<file path="src/hw/rtl/skt_pkg.sv">
// Shared types and codes for the sorted key table.
// No dependencies; every other file of the block but skt_ram uses it.
`timescale 1ns / 1ps

package skt_pkg;

	localparam int DEF_TABLE_DEPTH = 256;
	localparam int DEF_KEY_WIDTH   = 32;

	localparam int OP_W     = 2;
	localparam int IDX_W    = 8;
	localparam int KEYIO_W  = 32;
	localparam int STATUS_W = 2;

	localparam logic [OP_W-1:0] OP_SET    = 2'd0;
	localparam logic [OP_W-1:0] OP_REMOVE = 2'd1;
	localparam logic [OP_W-1:0] OP_SORT   = 2'd2;
	localparam logic [OP_W-1:0] OP_FIND   = 2'd3;

	localparam logic [STATUS_W-1:0] ST_OK      = 2'd0;
	localparam logic [STATUS_W-1:0] ST_REJECT  = 2'd1;
	localparam logic [STATUS_W-1:0] ST_MISSING = 2'd2;

	typedef struct packed {
		logic [OP_W-1:0]    operation;
		logic [IDX_W-1:0]   entry_index;
		logic [KEYIO_W-1:0] key_value;
		logic [IDX_W-1:0]   range_low;
		logic [IDX_W-1:0]   range_high;
	} req_t;

	typedef struct packed {
		logic [STATUS_W-1:0] status;
		logic [IDX_W-1:0]    found_index;
		logic [KEYIO_W-1:0]  removed_key;
	} res_t;

endpackage

</file>
<file path="src/hw/rtl/skt_seq.sv">
// Sequencer of the sorted key table: clear pass, set/remove, quicksort, find.
// One shared key comparator; drives the key RAM and stack RAM. Uses skt_pkg.
`timescale 1ns / 1ps

module skt_seq #(
	parameter int TABLE_DEPTH = 256,
	parameter int KEY_WIDTH   = 32
) (
	input  logic                              clk,
	input  logic                              arst_n,
	input  logic                              req_valid,
	output logic                              req_ready,
	input  skt_pkg::req_t                     req,
	input  logic                              slot_free,
	output logic                              done,
	output skt_pkg::res_t                     res,
	output logic                              kwe,
	output logic [$clog2(TABLE_DEPTH)-1:0]    kwa,
	output logic [KEY_WIDTH-1:0]              kwd,
	output logic [$clog2(TABLE_DEPTH)-1:0]    kra,
	input  logic [KEY_WIDTH-1:0]              krd,
	output logic                              swe,
	output logic [$clog2(TABLE_DEPTH)-1:0]    swa,
	output logic [2*$clog2(TABLE_DEPTH)-1:0]  swd,
	output logic [$clog2(TABLE_DEPTH)-1:0]    sra,
	input  logic [2*$clog2(TABLE_DEPTH)-1:0]  srd
);
	import skt_pkg::*;

	localparam int AW   = $clog2(TABLE_DEPTH);
	localparam int CNTW = $clog2(TABLE_DEPTH + 1);
	localparam int IXW  = ((CNTW > IDX_W + 1) ? CNTW : IDX_W + 1) + 1;
	localparam logic signed [IXW-1:0] DEPTH_X = IXW'(TABLE_DEPTH);
	localparam logic signed [IXW-1:0] ONE_X   = IXW'(1);
	localparam logic signed [IXW-1:0] TWO_X   = IXW'(2);

	typedef enum logic [3:0] {
		S_CLEAR, S_IDLE, S_RM_RD, S_POP, S_POP_WAIT, S_PIV, S_SCAN_I, S_SCAN_J,
		S_SWAP2, S_PUSH1, S_PUSH2, S_FD_LOOP, S_FD_CMP, S_FD_SCAN, S_FINISH
	} state_t;

	state_t                  state_q;
	logic [AW-1:0]           clr_q;
	logic [CNTW-1:0]         count_q;
	logic [CNTW-1:0]         sp_q;
	logic [KEY_WIDTH-1:0]    key_q, pivot_q, ki_q;
	logic signed [IXW-1:0]   i_q, j_q, left_q, right_q, lo_q, hi_q, mid_q;
	logic [STATUS_W-1:0]     status_q;
	logic [IDX_W-1:0]        found_q;
	logic [KEYIO_W-1:0]      removed_q;

	// request decode
	logic [KEY_WIDTH+KEYIO_W-1:0] kin_ext;
	logic [KEY_WIDTH-1:0]         key_in;
	logic signed [IXW-1:0]        idx_x, rlo_x, rhi_x;
	logic                         range_bad, set_bad, rm_bad;
	logic [KEY_WIDTH+KEYIO_W-1:0] rm_ext;

	assign kin_ext   = {{KEY_WIDTH{1'b0}}, req.key_value};
	assign key_in    = kin_ext[KEY_WIDTH-1:0];
	assign idx_x     = signed'(IXW'(req.entry_index));
	assign rlo_x     = signed'(IXW'(req.range_low));
	assign rhi_x     = signed'(IXW'(req.range_high));
	assign set_bad   = idx_x >= DEPTH_X;
	assign rm_bad    = set_bad || (idx_x >= signed'(IXW'(count_q)));
	assign range_bad = (rhi_x >= DEPTH_X) || (rlo_x > rhi_x);
	assign rm_ext    = {{KEYIO_W{1'b0}}, krd};

	// popped range and its midpoint
	logic signed [IXW-1:0] pop_lo, pop_hi;
	logic [AW:0]           pop_sum;
	assign pop_lo  = signed'(IXW'(srd[2*AW-1:AW]));
	assign pop_hi  = signed'(IXW'(srd[AW-1:0]));
	assign pop_sum = {1'b0, srd[2*AW-1:AW]} + {1'b0, srd[AW-1:0]};

	logic signed [IXW-1:0] i_nx, j_nx, lo_nx, fd_mid;
	assign i_nx   = i_q + ONE_X;
	assign j_nx   = j_q - ONE_X;
	assign lo_nx  = lo_q + ONE_X;
	assign fd_mid = lo_q + ((hi_q - lo_q) >>> 1);

	// shared comparator
	logic [KEY_WIDTH-1:0] cmp_a, cmp_b;
	logic                 lt;
	always_comb begin
		case (state_q)
			S_SCAN_I:  begin cmp_a = krd;     cmp_b = pivot_q; end
			S_SCAN_J:  begin cmp_a = pivot_q; cmp_b = krd;     end
			S_FD_CMP:  begin cmp_a = key_q;   cmp_b = krd;     end
			default:   begin cmp_a = krd;     cmp_b = key_q;   end
		endcase
	end
	assign lt = cmp_a < cmp_b;

	logic scan_i_go, scan_j_go, push_l, push_r, stack_room;
	assign scan_i_go  = (i_q < right_q) && lt;
	assign scan_j_go  = (j_q > left_q) && lt;
	assign stack_room = sp_q < CNTW'(TABLE_DEPTH);
	assign push_l     = (left_q < j_q) && stack_room;
	assign push_r     = (i_q < right_q) && stack_room;

	assign req_ready = state_q == S_IDLE;
	assign done      = (state_q == S_FINISH) && slot_free;
	assign res       = '{status: status_q, found_index: found_q, removed_key: removed_q};

	// RAM port control
	always_comb begin
		kwe = 1'b0;
		kwa = i_q[AW-1:0];
		kwd = '0;
		kra = i_q[AW-1:0];
		swe = 1'b0;
		swa = sp_q[AW-1:0];
		swd = {left_q[AW-1:0], j_q[AW-1:0]};
		sra = '0;
		case (state_q)
			S_CLEAR: begin
				kwe = 1'b1;
				kwa = clr_q;
			end
			S_IDLE: begin
				kwa = idx_x[AW-1:0];
				kwd = key_in;
				kra = idx_x[AW-1:0];
				swa = '0;
				swd = {rlo_x[AW-1:0], rhi_x[AW-1:0]};
				if (req_valid && req.operation == OP_SET && !set_bad) begin
					kwe = 1'b1;
				end
				if (req_valid && req.operation == OP_SORT && !range_bad && rlo_x < rhi_x) begin
					swe = 1'b1;
				end
			end
			S_RM_RD: begin
				kwe = 1'b1;
			end
			S_POP: begin
				sra = AW'(sp_q - CNTW'(1));
			end
			S_POP_WAIT: begin
				kra = pop_sum[AW:1];
			end
			S_PIV: begin
				kra = left_q[AW-1:0];
			end
			S_SCAN_I: begin
				kra = scan_i_go ? i_nx[AW-1:0] : j_q[AW-1:0];
			end
			S_SCAN_J: begin
				kra = j_nx[AW-1:0];
				kwd = krd;
				if (!scan_j_go && j_q >= i_q) begin
					kwe = 1'b1;
				end
			end
			S_SWAP2: begin
				kwe = 1'b1;
				kwa = j_q[AW-1:0];
				kwd = ki_q;
				kra = i_nx[AW-1:0];
			end
			S_PUSH1: begin
				swe = push_l;
			end
			S_PUSH2: begin
				swe = push_r;
				swd = {i_q[AW-1:0], right_q[AW-1:0]};
			end
			S_FD_LOOP: begin
				kra = (hi_q - lo_q > TWO_X) ? fd_mid[AW-1:0] : lo_q[AW-1:0];
			end
			S_FD_SCAN: begin
				kra = lo_nx[AW-1:0];
			end
			default: begin
			end
		endcase
	end

	always_ff @(posedge clk or negedge arst_n) begin
		if (!arst_n) begin
			state_q <= S_CLEAR;
			clr_q   <= '0;
			count_q <= '0;
			sp_q    <= '0;
		end else begin
			case (state_q)
				S_CLEAR: begin
					clr_q <= clr_q + AW'(1);
					if (clr_q == AW'(TABLE_DEPTH - 1)) begin
						state_q <= S_IDLE;
					end
				end
				S_IDLE: begin
					status_q  <= ST_OK;
					found_q   <= '0;
					removed_q <= '0;
					key_q     <= key_in;
					i_q       <= idx_x;
					lo_q      <= rlo_x;
					hi_q      <= rhi_x;
					if (req_valid) begin
						state_q <= S_FINISH;
						case (req.operation)
							OP_SET: begin
								if (set_bad) begin
									status_q <= ST_REJECT;
								end else if (idx_x >= signed'(IXW'(count_q))) begin
									count_q <= CNTW'(idx_x + ONE_X);
								end
							end
							OP_REMOVE: begin
								if (rm_bad) begin
									status_q <= ST_REJECT;
								end else begin
									state_q <= S_RM_RD;
								end
							end
							OP_SORT: begin
								if (range_bad) begin
									status_q <= ST_REJECT;
								end else if (rlo_x < rhi_x) begin
									sp_q    <= CNTW'(1);
									state_q <= S_POP;
								end
							end
							default: begin
								if (range_bad) begin
									status_q <= ST_REJECT;
								end else begin
									state_q <= S_FD_LOOP;
								end
							end
						endcase
					end
				end
				S_RM_RD: begin
					removed_q <= rm_ext[KEYIO_W-1:0];
					state_q   <= S_FINISH;
				end
				S_POP: begin
					if (sp_q == '0) begin
						state_q <= S_FINISH;
					end else begin
						sp_q    <= sp_q - CNTW'(1);
						state_q <= S_POP_WAIT;
					end
				end
				S_POP_WAIT: begin
					left_q  <= pop_lo;
					right_q <= pop_hi;
					state_q <= S_PIV;
				end
				S_PIV: begin
					pivot_q <= krd;
					i_q     <= left_q;
					j_q     <= right_q;
					state_q <= S_SCAN_I;
				end
				S_SCAN_I: begin
					if (scan_i_go) begin
						i_q <= i_nx;
					end else begin
						ki_q    <= krd;
						state_q <= S_SCAN_J;
					end
				end
				S_SCAN_J: begin
					if (scan_j_go) begin
						j_q <= j_nx;
					end else if (j_q < i_q) begin
						state_q <= S_PUSH1;
					end else begin
						state_q <= S_SWAP2;
					end
				end
				S_SWAP2: begin
					i_q     <= i_nx;
					j_q     <= j_nx;
					state_q <= (i_nx <= j_nx) ? S_SCAN_I : S_PUSH1;
				end
				S_PUSH1: begin
					if (push_l) begin
						sp_q <= sp_q + CNTW'(1);
					end
					state_q <= S_PUSH2;
				end
				S_PUSH2: begin
					if (push_r) begin
						sp_q <= sp_q + CNTW'(1);
					end
					state_q <= S_POP;
				end
				S_FD_LOOP: begin
					mid_q   <= fd_mid;
					state_q <= (hi_q - lo_q > TWO_X) ? S_FD_CMP : S_FD_SCAN;
				end
				S_FD_CMP: begin
					if (lt) begin
						hi_q <= mid_q;
					end else begin
						lo_q <= mid_q;
					end
					state_q <= S_FD_LOOP;
				end
				S_FD_SCAN: begin
					if (!lt) begin
						// first key not below the target
						if (krd == key_q) begin
							found_q <= lo_q[IDX_W-1:0];
						end else begin
							status_q <= ST_MISSING;
						end
						state_q <= S_FINISH;
					end else if (lo_nx > hi_q) begin
						status_q <= ST_MISSING;
						state_q  <= S_FINISH;
					end else begin
						lo_q <= lo_nx;
					end
				end
				S_FINISH: begin
					if (slot_free) begin
						state_q <= S_IDLE;
					end
				end
				default: begin
					state_q <= S_IDLE;
				end
			endcase
		end
	end

`ifndef ASSERT_OFF
	a_stack_bound: assert property (@(posedge clk) disable iff (!arst_n)
		sp_q <= CNTW'(TABLE_DEPTH))
		else $error("range stack overran");
	a_i_in_range: assert property (@(posedge clk) disable iff (!arst_n)
		state_q == S_SCAN_I |-> (i_q <= right_q && i_q >= left_q))
		else $error("left scan left its range");
	a_j_in_range: assert property (@(posedge clk) disable iff (!arst_n)
		state_q == S_SCAN_J |-> (j_q >= left_q && j_q <= right_q))
		else $error("right scan left its range");
	a_done_free: assert property (@(posedge clk) disable iff (!arst_n)
		done |=> state_q == S_IDLE && !done)
		else $error("result finished twice");
`endif

endmodule

</file>
<file path="config.mk">
export PLATFORM = sky130hd
export DESIGN_NAME = skt_seq
export DESIGN_NICKNAME = d
export VERILOG_FILES = /design/src/hw/rtl/skt_pkg.sv /design/src/hw/rtl/skt_seq.sv
export SDC_FILE = /design/constraint.sdc
export NUM_CORES = 1
export LEC_CHECK = 0
export ABC_CLOCK_PERIOD_IN_PS = 5440
export BUFFER_PORTS_ARGS = -buffer_cell sky130_fd_sc_hd__buf_4
export CAP_MARGIN = 20
export CORE_MARGIN = 1.5
export CORE_UTILIZATION = 35
export CTS_CLUSTER_SIZE = 24
export DETAILED_ROUTE_END_ITERATION = 7
export GPL_ROUTABILITY_DRIVEN = 0
export GPL_TIMING_DRIVEN = 0
export SKIP_LAST_GASP = 1
export SLEW_MARGIN = 10
export SYNTH_ARGS = -nofsm -noshare
export SYNTH_HDL_FRONTEND = slang
export SYNTH_SLANG_ARGS = --single-unit
</file>
<file path="constraint.sdc">
create_clock -name clk -period 5.44 [get_ports clk]
set_input_delay 1.36 -clock clk [delete_from_list [all_inputs] [get_ports clk]]
set_output_delay 1.36 -clock clk [all_outputs]
set_load 0.01 [all_outputs]
</file>
==> flow_summary.toml, run 1 <==
[global_route]
track_usage_pct = 24.17
grt_max_degree = 34
grt_pass1_vias = 14175
antenna_found_initial = 1
grt_pass1_wl_um = 86710
grt_overflow = 0

[sta]
rsz0062_at_grt = "yes"
fin_crit_ns = 6.141
whs_ns = 0.4909
fin_ws_ns = -0.7014
worst_slew_pin_slew_ns = 1.046
setup_viol = 9
skew_ns = 0.01310
relSlewSlack_pct = 30.00
clock.fmax_mhz = 162.8
hold_viol = 0
min_period_over_period_pct = 112.9
setup_tns_ns = -5.150
slew_viol_final = 0

[synth]
async_flop_share_pct = 12.82
ys_types = 81
synth_area_per_cell_um2 = 9.629
yosysWarnings = 0
synth_edf_count = 204
synth_nets = 1879
synthFlopType = "edfxtp_1"
syn_area_mm2 = 0.01582
syn_inst = 1643
ys_ff_latch = 234
ys_seq_area_share_pct = 43.47

[finish]
layout_commonest_cell = "buf_4"
antennaDiodeCount = 0
nets = 2180
syn2layout_area_growth_pct = 29.35
final_cell_mix = "buf_4, nand2_1, edfxtp_1"
finish.utilization_pct = 46.07
drive_gt1_share_pct = 22.37

[clock_network]
cts_max_path_buffers = 3
clk_pin_slew_ns = 0.06
clk_latency_ns = 0.59
cts_made_buffers = 29
h-tree-depth = 1
cts.sinks = 234
cts_hold_buf = 0
cts_root_buf = "clkbuf_16"
cts_tree = "built"

[power_and_ir_drop]
irDropWorstVdd_mv = 0.3602
leakagePower_nw = 8.460
p_per_area_mw_per_mm2 = 536.0
finalPower_mw = 10.97

[setup_path]
cp_max_fo = 10
cpLargestDelayFamily = "simple AND/OR/NAND/NOR gates"
cp.buffers_inverters = 6
startpoint_type = "register"
crit_chain = "buf_6, and4b_1, buf_6, clkbuf_16, clkbuf_16, a22oi_1, nand2_1, ha_4, nand4_1, nand4bb_4, or4_4, a311oi_4, nor4_4, buf_4, mux2i_1, o211ai_1, o32a_1, buf_6"
critical-path-max-stage-delay_ns = 0.48
worstReg2RegStart = "state_q[0]$_DFFE_PN0P_"
arrival_ns = 4.78
crit_top_cell = "buf_6"
worstPathRequired_ns = 4.08
end_kind = "output pin"
crit_path_top_delay_cell = "or4_4"
worstReg2RegEnd = "lo_q[4]$_DFFE_PP_"
ff2ff_setup_slack_ns = 0.93
criticalPathCategory = "register to output pin"
reg2reg_depth = 16

[floorplanning]
die_h_um = 215.6
start_util_pct = 35.62
fp-row-count = 77
ios = 236
die_area_mm2 = 0.04649
core_mm2 = 0.04441
die_w_um = 215.6

[placed_design]
hpwl_um = 43820
portBuffers = 234

[hold_path]
hp-class = "register to register"
min_to = "count_q[8]$_DFFE_PN0P_"
hold_start = "count_q[8]$_DFFE_PN0P_"
whs_path_depth = 1

[status]
status = "complete, but fails checks"
violations = "setup timing"

[routing]
avgViaCountPerCell = 5.832
drt-initial-drc-count = 1681
drtPass1Iterations = 8
ant_nets = 0
drt-wirelength-per-cell_um = 23.03
drt-total-wl_um = 58930
vias = 14923
drc = 0

[run]
cap_violations = 0
## what timing repair did
item	CTS	global route
endpoints found under the setup margin	106	33
setup buffers	21	11
cloned	1	1
pin swaps	18	33
resized for setup	101	75
## where the power goes
group | switching, mW | internal [mW]
Combinational | 3.59 | 2.61
Clock | 0.836 | 1.36
Sequential | 0.252 | 2.32
## worst max-delay path by stage
stage	from	to	slack (ns)	cells past startpoint
floorplan	state_q[2]$_DFFE_PN0P_	kra[6]	0.04	18
CTS	state_q[3]$_DFFE_PN0P_	kra[7]	-0.79	19
global placement	state_q[2]$_DFFE_PN0P_	ki_q[10]$_DFFE_PP_	-2.06	16
detailed placement	state_q[2]$_DFFE_PN0P_	kra[0]	-1.65	19
finish	state_q[2]$_DFFE_PN0P_	kra[7]	-0.70	18
global route	state_q[2]$_DFFE_PN0P_	kra[7]	-0.79	18
## state kept, by name, summed over array words and instances, names as in the netlist, 10 cells and up
register and count:
hi_q 10, i_q 10, j_q 10, key_q 32, ki_q 32, lo_q 10
mid_q 10, pivot_q 32, removed_q 32
## Yosys cell counts (40+ instances only)
library cell  number  share of area, %
nand2_1          231               5.5
edfxtp_1         204                39
ha_1             123               9.7
a21oi_1          102               3.2
nor2_1           101               2.4
inv_1             89               2.1
a22oi_1           86               4.1
xnor2_1           75               4.2
clkbuf_1          61               1.4
o21ai_0           61               1.9
and2_1            43               1.7
nand3_1           40               1.3
## stage by stage
step / setup slack, ns / cells / instance area, µm²
after floorplan: 0.04175 / 1643 / 15820
after global placement: -2.062 / 2469 / 18320
after detailed placement: -1.648 / 2471 / 18380
after CTS: -0.7950 / 2546 / 20010
after global routing: -0.7908 / 2559 / 20460
final: -0.7014 / 2559 / 20460
## routing by layer
metal / vias up / wire, µm / part of all wire [%] / GRT usage [%]
met3: 174 / 5816 / 9.9 / 5.652
met5: - / 13 / 0.022 / 0
met2: 851 / 26090 / 44 / 37.45
met1: 7165 / 24150 / 41 / 32.16
met4: 2 / 2855 / 4.8 / 10.49
li1: 6731 / - / - / -
## cell type report
| class | count | area [µm²] |
|---|---|---|
| Fill cell | 4153 | 23950 |
| Multi-Input combinational cell | 1240 | 8711 |
| Clock inverter | 24 | 350.3 |
| Inverter | 91 | 341.6 |
| Tap cell | 592 | 740.7 |
| Sequential cell | 234 | 6878 |
| Buffer | 77 | 596.8 |
| Clock buffer | 30 | 729.5 |
| Timing Repair Buffer | 271 | 2116 |
## cells by family after synthesis
logic type / count (synthesis) / share of synthesized area, %
multiplexers: 13 / 0.8700
adder cells (fa/ha/maj): 126 / 10.11
flip-flops: 234 / 43.47
buffers and inverters: 169 / 4.184
XOR/XNOR: 88 / 4.872
AND/OR/NAND/NOR: 570 / 17.14
AO/OA/AOI/OAI: 443 / 19.36
(Power assumes the default switching activity.)
==> run 2: changes to the inputs <==
- CORE_MARGIN: 1.5 -> unset
==> flow_summary.toml, run 2 (synthesis gave the netlist of run 1 again) <==
[status]
status = "complete, but fails checks"
violations = "setup timing"

[clock_network]
cts_tree = "built"
cts_hold_buf = 0
cts_max_path_buffers = 3
cts_root_buf = "clkbuf_16"
cts.sinks = 234
h-tree-depth = 1
clk_latency_ns = 0.59
clk_pin_slew_ns = 0.06
cts_made_buffers = 29

[floorplanning]
die_w_um = 214.6
die_area_mm2 = 0.04606
start_util_pct = 35.62
fp-row-count = 77
core_mm2 = 0.04441
ios = 236
die_h_um = 214.6

[hold_path]
min_to = "count_q[0]$_DFFE_PN0P_"
hp-class = "register to register"
whs_path_depth = 2
hold_start = "count_q[0]$_DFFE_PN0P_"

[setup_path]
crit_path_top_delay_cell = "or4_4"
reg2reg_depth = 20
criticalPathCategory = "register to output pin"
worstReg2RegEnd = "ki_q[12]$_DFFE_PP_"
crit_chain = "buf_6, clkbuf_16, nor2b_4, nand3_4, o21ai_4, buf_12, buf_8, a22o_1, a21oi_1, ha_4, and4_4, nand4bb_4, or4_4, a311oi_4, buf_6, nor4_4, buf_4, buf_4, o311ai_2, o32a_1, buf_6"
crit_top_cell = "buf_6"
end_kind = "output pin"
critical-path-max-stage-delay_ns = 0.46
worstPathRequired_ns = 4.08
worstReg2RegStart = "state_q[2]$_DFFE_PN0P_"
startpoint_type = "register"
arrival_ns = 4.75
ff2ff_setup_slack_ns = 0.82
cp_max_fo = 7

[global_route]
grt_max_degree = 34
grt_pass1_wl_um = 86730
track_usage_pct = 24.43
antenna_found_initial = 2
grt_pass1_vias = 14194
grt_overflow = 0

[sta]
fin_crit_ns = 6.110
whs_ns = 0.4922
worst_slew_pin_slew_ns = 1.261
slew_viol_final = 0
fin_ws_ns = -0.6701
rsz0062_at_grt = "yes"
clock.fmax_mhz = 163.7
min_period_over_period_pct = 112.3
setup_tns_ns = -5.320
skew_ns = 0.01391
hold_viol = 0
relSlewSlack_pct = 15.22
setup_viol = 9

[power_and_ir_drop]
finalPower_mw = 10.91
leakagePower_nw = 8.495
irDropWorstVdd_mv = 0.2908
p_per_area_mw_per_mm2 = 532.4

[finish]
drive_gt1_share_pct = 22.53
regArea_mm2 = 0.006878
antennaDiodeCount = 0
final_cell_mix = "buf_4, nand2_1, edfxtp_1"
nFillCells = 4185
final_area_mm2 = 0.02049
layout_commonest_cell = "buf_4"
finish.utilization_pct = 46.13
syn2layout_area_growth_pct = 29.52
multi_input_area_mm2 = 0.008705
nets = 2184

[routing]
drt-initial-drc-count = 1509
ant_nets = 0
drt-total-wl_um = 58370
drc = 0
drt-wirelength-per-cell_um = 22.78
vias = 14889
drtPass1Iterations = 6
avgViaCountPerCell = 5.809

[placed_design]
portBuffers = 234
place_area_mm2 = 0.01839
hpwl_um = 43460

[run]
cap_violations = 0
[run 2: worst max-delay path: cells and delay by family (launching register included)]
kind / cells / cell delay [ns]
adder cells (fa/ha/maj): 1 / 0.17
flip-flops: 1 / 0.39
buffers and inverters: 8 / 1.18
AO/OA/AOI/OAI: 6 / 1.29
AND/OR/NAND/NOR: 6 / 1.13
[run 2: layout make-up]
cell class | count | share of cell area (%)
Timing Repair Buffer | 274 | 10.44
Sequential cell | 234 | 33.57
Inverter | 91 | 1.667
Multi-Input combinational cell | 1241 | 42.48
Clock buffer | 30 | 3.560
Buffer | 77 | 2.943
Tap cell | 592 | 3.615
Clock inverter | 24 | 1.722
[run 2: worst max path at each step]
| stage | startpoint | end | slack [ns] |
|---|---|---|---|
| after floorplan | state_q[2]$_DFFE_PN0P_ | kra[6] | 0.04 |
| after global placement | state_q[2]$_DFFE_PN0P_ | ki_q[16]$_DFFE_PP_ | -2.15 |
| after detailed placement | state_q[2]$_DFFE_PN0P_ | kwe | -1.71 |
| after CTS | state_q[2]$_DFFE_PN0P_ | kra[7] | -0.62 |
| after global routing | lo_q[1]$_DFFE_PP_ | kra[7] | -0.78 |
| final | state_q[2]$_DFFE_PN0P_ | kra[6] | -0.67 |
[run 2: through the flow]
step	setup slack, ns	std cells
after CTS	-0.6174	2548
after global placement	-2.152	2469
after floorplan	0.04175	1643
after global routing	-0.7798	2563
after detailed placement	-1.707	2471
final	-0.6701	2563
[run 2: routing by layer]
layer / share of wire [%] / track usage [%] / routed length [µm]
met5: 0.019 / 0 / 11
met2: 45 / 38.90 / 26480
met1: 41 / 31.98 / 23860
met3: 9.6 / 5.418 / 5610
met4: 4.1 / 10.10 / 2416
[run 2: where the power goes]
group | switching (mW) | internal, mW | total [mW]
Combinational | 3.57 | 2.58 | 6.15
Sequential | 0.245 | 2.32 | 2.57
Clock | 0.831 | 1.36 | 2.19
[run 2: repair_timing]
action / in CTS / in global routing
setup buffers: 21 / 15
gates resized for setup: 126 / 47
endpoints found under the setup margin: 115 / 48
endpoints found under the hold margin: 0 / 0
pin swaps: 29 / 32
cloned: 3 / 0
